## src/hdl/c3f_pkg.sv

```systemverilog
package c3f_pkg;

	// default geometry limits and channel count
	localparam int DEF_MAX_WIDTH  = 2048;
	localparam int DEF_MAX_HEIGHT = 4096;
	localparam int DEF_CHANNELS   = 3;

	// fixed field widths
	localparam int PX_W      = 8;
	localparam int CH_MAX    = 3;
	localparam int PIX_W     = CH_MAX * PX_W;
	localparam int CF_W      = 8;
	localparam int PROD_W    = PX_W + CF_W + 1;
	localparam int RSUM_W    = PROD_W + 2;
	localparam int SUM_W     = RSUM_W + 2;
	localparam int FRAC_BITS = 4;
	localparam int IMG_W_W   = 12;
	localparam int IMG_H_W   = 13;

	// configuration port
	localparam int CFG_IDX_W  = 3;
	localparam int CFG_DATA_W = 24;

	localparam logic [CFG_IDX_W-1:0] REG_COEFF_TOP = 3'd0;
	localparam logic [CFG_IDX_W-1:0] REG_COEFF_MID = 3'd1;
	localparam logic [CFG_IDX_W-1:0] REG_COEFF_BOT = 3'd2;
	localparam logic [CFG_IDX_W-1:0] REG_IMG_WIDTH = 3'd3;
	localparam logic [CFG_IDX_W-1:0] REG_IMG_HEIGHT = 3'd4;

	// reset contents
	localparam int RST_IMG_WIDTH  = 640;
	localparam int RST_IMG_HEIGHT = 480;

	localparam logic [PX_W-1:0] PX_MAX = 8'd255;

	// one pixel, channel 0 in the low byte
	typedef logic [PIX_W-1:0] pix_t;

	// one kernel row, left coefficient in the low byte
	typedef logic [2:0][CF_W-1:0] krow_t;

	// 3x3 window of pixels, [row][column], column 0 the oldest
	typedef logic [2:0][2:0][PIX_W-1:0] win_t;

	// one channel of the window and the kernel, as seen by a lane
	typedef logic [2:0][2:0][PX_W-1:0] lane_px_t;
	typedef logic [2:0][2:0][CF_W-1:0] lane_cf_t;

endpackage

```

## src/hdl/c3f_lane.sv

```systemverilog
module c3f_lane import c3f_pkg::*; (
	input  logic            clk,
	input  logic            en,
	input  lane_px_t        px,
	input  lane_cf_t        cf,
	output logic [PX_W-1:0] res
);

	logic signed [PROD_W-1:0] prod_s3 [3][3];
	logic signed [RSUM_W-1:0] rsum_s4 [3];
	logic [PX_W-1:0]          res_s5;

	logic signed [SUM_W-1:0]       sum;
	logic [SUM_W-FRAC_BITS-1:0]    shifted;

	// nine products, unsigned sample times signed coefficient
	always_ff @(posedge clk) begin
		if (en) begin
			for (int r = 0; r < 3; r++) begin
				for (int k = 0; k < 3; k++) begin
					prod_s3[r][k] <= PROD_W'($signed({1'b0, px[r][k]}) * $signed(cf[r][k]));
				end
			end
		end
	end

	always_ff @(posedge clk) begin
		if (en) begin
			for (int r = 0; r < 3; r++) begin
				rsum_s4[r] <= RSUM_W'(prod_s3[r][0]) + RSUM_W'(prod_s3[r][1])
					+ RSUM_W'(prod_s3[r][2]);
			end
		end
	end

	// total, floor at zero, drop fraction, saturate at full scale
	always_comb begin
		sum     = SUM_W'(rsum_s4[0]) + SUM_W'(rsum_s4[1]) + SUM_W'(rsum_s4[2]);
		shifted = sum[SUM_W-1:FRAC_BITS];
	end

	always_ff @(posedge clk) begin
		if (en) begin
			if (sum[SUM_W-1]) begin
				res_s5 <= '0;
			end else if (|shifted[SUM_W-FRAC_BITS-1:PX_W]) begin
				res_s5 <= PX_MAX;
			end else begin
				res_s5 <= shifted[PX_W-1:0];
			end
		end
	end

	assign res = res_s5;

endmodule

```

## config.mk

```make
export PLATFORM = sky130hd
export DESIGN_NAME = c3f_lane
export DESIGN_NICKNAME = d
export VERILOG_FILES = /design/src/hdl/c3f_pkg.sv /design/src/hdl/c3f_lane.sv
export SDC_FILE = /design/constraint.sdc
export NUM_CORES = 2
export LEC_CHECK = 0
export ABC_AREA = 1
export BUFFER_PORTS_ARGS = -buffer_cell sky130_fd_sc_hd__clkbuf_2
export CORE_UTILIZATION = 50
export CTS_CLUSTER_SIZE = 16
export DETAILED_ROUTE_END_ITERATION = 16
export PLACE_DENSITY = 0.75
export SYNTH_ARGS = -nofsm -noshare
export SYNTH_HDL_FRONTEND = slang
export SYNTH_SLANG_ARGS = --single-unit
```

## constraint.sdc

```tcl
create_clock -name clk -period 12.65 [get_ports clk]
set_input_delay 1.265 -clock clk [delete_from_list [all_inputs] [get_ports clk]]
set_output_delay 1.265 -clock clk [all_outputs]
set_load 0.01 [all_outputs]
```

==> results.md <==
* FFs w/ async S/R, synth at 0%
* Die span in x at 255 um
* Antenna Nets Post-Route at 0
* LEAKAGE at 0.0194 uW
* CTS hold repair buffers at 0
* H-tree depth at 1
* Fin nets at 4743
* Final worst slack at 7.48 ns
* Ranking of synthesized cells by area: fa_1, edfxtp_1, ha_1
* DR WL/cell at 13.9 um
* DRC violations left at 0
* WHS Path Cells at 2
* RD Place Congestion at 0.921
* Grt total ovfl at 0
* PostCTS Resize Cnt at 0
* Clock Power Share at 9.1%
* Layout fillers at 5759
* Max cap viols at 0
* Clock root cell: clkbuf_16
* Ys flop type: edfxtp_1
* Multi-input logic area at 21100 um2
* Maximum clock rate at 0.194 GHz
* Core Footprint at 63100 um2
* Worst slack, placed at 6.97 ns
* Worst Reg-to-Reg Cells at 12
* Library cells used by synthesis at 44
* Final period util at 40.8%
* Tightest Pin Transition at 0.959 ns
* Die height at 255 um
* Final setup vio count at 0
* Seq cells post-synth at 218
* Peak VDD IR at 0.230 mV
* Syn_area_per_cell at 8.65 um2
* Final hold violations at 0
* Syn Inst Count at 3686
* DR vias/cell at 4.95
* Pwr Density at 256 nW/um2
* Logic gate share of total power at 71.8%
* TritonCTS Buffers at 27
* Switching pwr at 4350 uW
* Max clock buf depth at 3
* Slew HR at 36.0%
* Final wirelength at 63800 um
* Worst min-delay path category: flop to flop
* Clock skew at 0.0248 ns
* Sequential-to-total area share from yosys stat at 20.5%
* Vias in the first global route at 23000
* PortBufs at 153
* Warnings from Yosys at 0
* Die area at 64800 um2
* Setup slack, reg-to-reg at 9.53 ns
* Synth area leader: fa_1
* Post-Syn Nets at 4694
* Critical path arrival at 5.45 ns
* Crit path max fanout at 9
* Row count at 92
* Setup repair after global routing missed its margin: no
* Initial core utilization at 50.6%
* First-pass GRT wire length at 108000 um
* Ports at 154
* CTS tree: yes
* Req. time, crit path at 12.94 ns
* Synth top area share at 25.4%
* Status: complete, no violations
* Largest net degree at the start of global routing at 77
* Critical Path End Type: flop
* Post-DP HPWL at 53700 um
* Post-synth EDFFs at 218
* Layout cells sized above 1 at 7.30%
* Final Max Slew Viols at 0
* Sw frac at 49.8%
* Clk_lat worst skew at 0.55 ns
* Internal Power at 4380 uW
* Initial antenna violation count at 4
* WS Path Type: input pin to flop
* CTS Sinks at 218
* Setup TNS at 0 ns
* Setup Buffers After CTS at 0
* Clock slew at reported path FFs at 0.06 ns
* Syn-to-layout area delta at 7.12%
* DR iter-0 viols at 1232
* Pre-Repair DR Iteration Count at 8
* Synthesized area at 31900 um2
* All-Layer GR Usage at 20.4%
* Hold Slack at 0.738 ns
* Setup crit start kind: input pin
* Via count at 22800
* FF+latch area at 6550 um2
* Flop pwr share at 19.1%
* Period minus WS final at 5.17 ns
[cells by family after synthesis]
logic type	synth area share, %
simple gates	13.2
xor+xnor	4.34
compound gates	5.18
fa+ha+maj	43.4
flops	20.5
buf+inv	13.4
[cell usage after synthesis, types with 4 or more instances]
cell / instances
inv_1: 983
nand2_1: 754
ha_1: 457
fa_1: 405
edfxtp_1: 218
a21oi_1: 169
clkbuf_1: 135
nor2_1: 117
xor2_1: 106
o21ai_0: 54
xnor2_1: 52
nand3_1: 46
or2_2: 30
nand4_1: 25
o21ai_1: 15
nand2_2: 12
clkinv_1: 10
a31oi_1: 9
inv_2: 9
o2111ai_1: 9
o221ai_1: 9
o21bai_1: 7
a21boi_1: 5
nand3b_1: 5
a21o_1: 4
nor2_2: 4
[per-stage QoR]
| step | area, um2 | power, uW | instances | utilization, % |
|---|---|---|---|---|
| 6_report | 34200 | 8730 | 4605 | 54.2 |
| 5_1_grt | 34200 | 9700 | 4605 | 54.2 |
| 4_1_cts | 34200 | 8760 | 4601 | 54.1 |
| 2_1_floorplan | 31900 | 6490 | 3686 | - |
| 3_5_place_dp | 33200 | 7880 | 4552 | 52.7 |
| 3_3_place_gp | 33200 | 7750 | 4552 | 52.7 |
[sequential cells by signal, summed over array words and instances (netlist names)]
name     count
prod_s3    153
rsum_s4     57
res          8
[critical path, stage by stage]
cell and delay, ns:
clkbuf_2 0.10, clkinv_1 0.23, or2_2 0.37, fa_1 0.46, fa_1 0.51, inv_1 0.05
fa_1 0.47, inv_1 0.05, fa_1 0.49, inv_1 0.05, ha_1 0.35, a21oi_1 0.26
o21ai_0 0.23, a31oi_1 0.27, o21ai_0 0.15, xor2_1 0.16
[placed cells by master, fill, tap and decap left out, types with 12 or more instances in the layout]
| cell | n |
|---|---|
| a21oi_1 | 169 |
| clkbuf_16 | 27 |
| clkbuf_2 | 152 |
| clkinv_1 | 12 |
| edfxtp_1 | 218 |
| fa_1 | 405 |
| ha_1 | 457 |
| inv_1 | 983 |
| nand2_1 | 754 |
| nand2_2 | 12 |
| nand3_1 | 46 |
| nand4_1 | 25 |
| nor2_1 | 117 |
| o21ai_0 | 54 |
| o21ai_1 | 15 |
| or2_2 | 30 |
| xnor2_1 | 52 |
| xor2_1 | 106 |
[area by class of cell]
type,instances,area share [%]
diodes,4,0.0293
repair buffers,155,2.31
flip-flops and latches,218,19.2
inverters,1002,11.0
multi-input cells,2331,61.7
well taps,846,3.10
clock inverters,22,0.714
clock buffers,27,1.98
[routing by layer]
| layer | global-route usage (%) | vias to the layer above | share of wire [%] |
|---|---|---|---|
| met5 | 0 | - | 0 |
| met1 | 26.5 | 11000 | 43 |
| met4 | 4.67 | 0 | 2.3 |
| li1 | - | 11300 | - |
| met2 | 36.3 | 473 | 50 |
| met3 | 2.22 | 98 | 4.4 |
[final timing paths]
path,start,to
hold reg to reg,prod_s3[0][35],rsum_s4[0][1]
setup / recovery,cf[39],prod_s3[1][31]
setup reg to reg,prod_s3[2][1],rsum_s4[0][53]
hold / removal,prod_s3[0][35],rsum_s4[0][1]
[power groups by stage]
stage	Sequential (uW)	Combinational, uW	Clock, uW
2_1_floorplan	1590	4900	0
3_3_place_gp	1680	6080	0
3_5_place_dp	1680	6200	0
4_1_cts	1670	6280	809
5_1_grt	1700	7160	835
6_report	1670	6270	793
No activity file was read; power rests on OpenSTA's default activity.
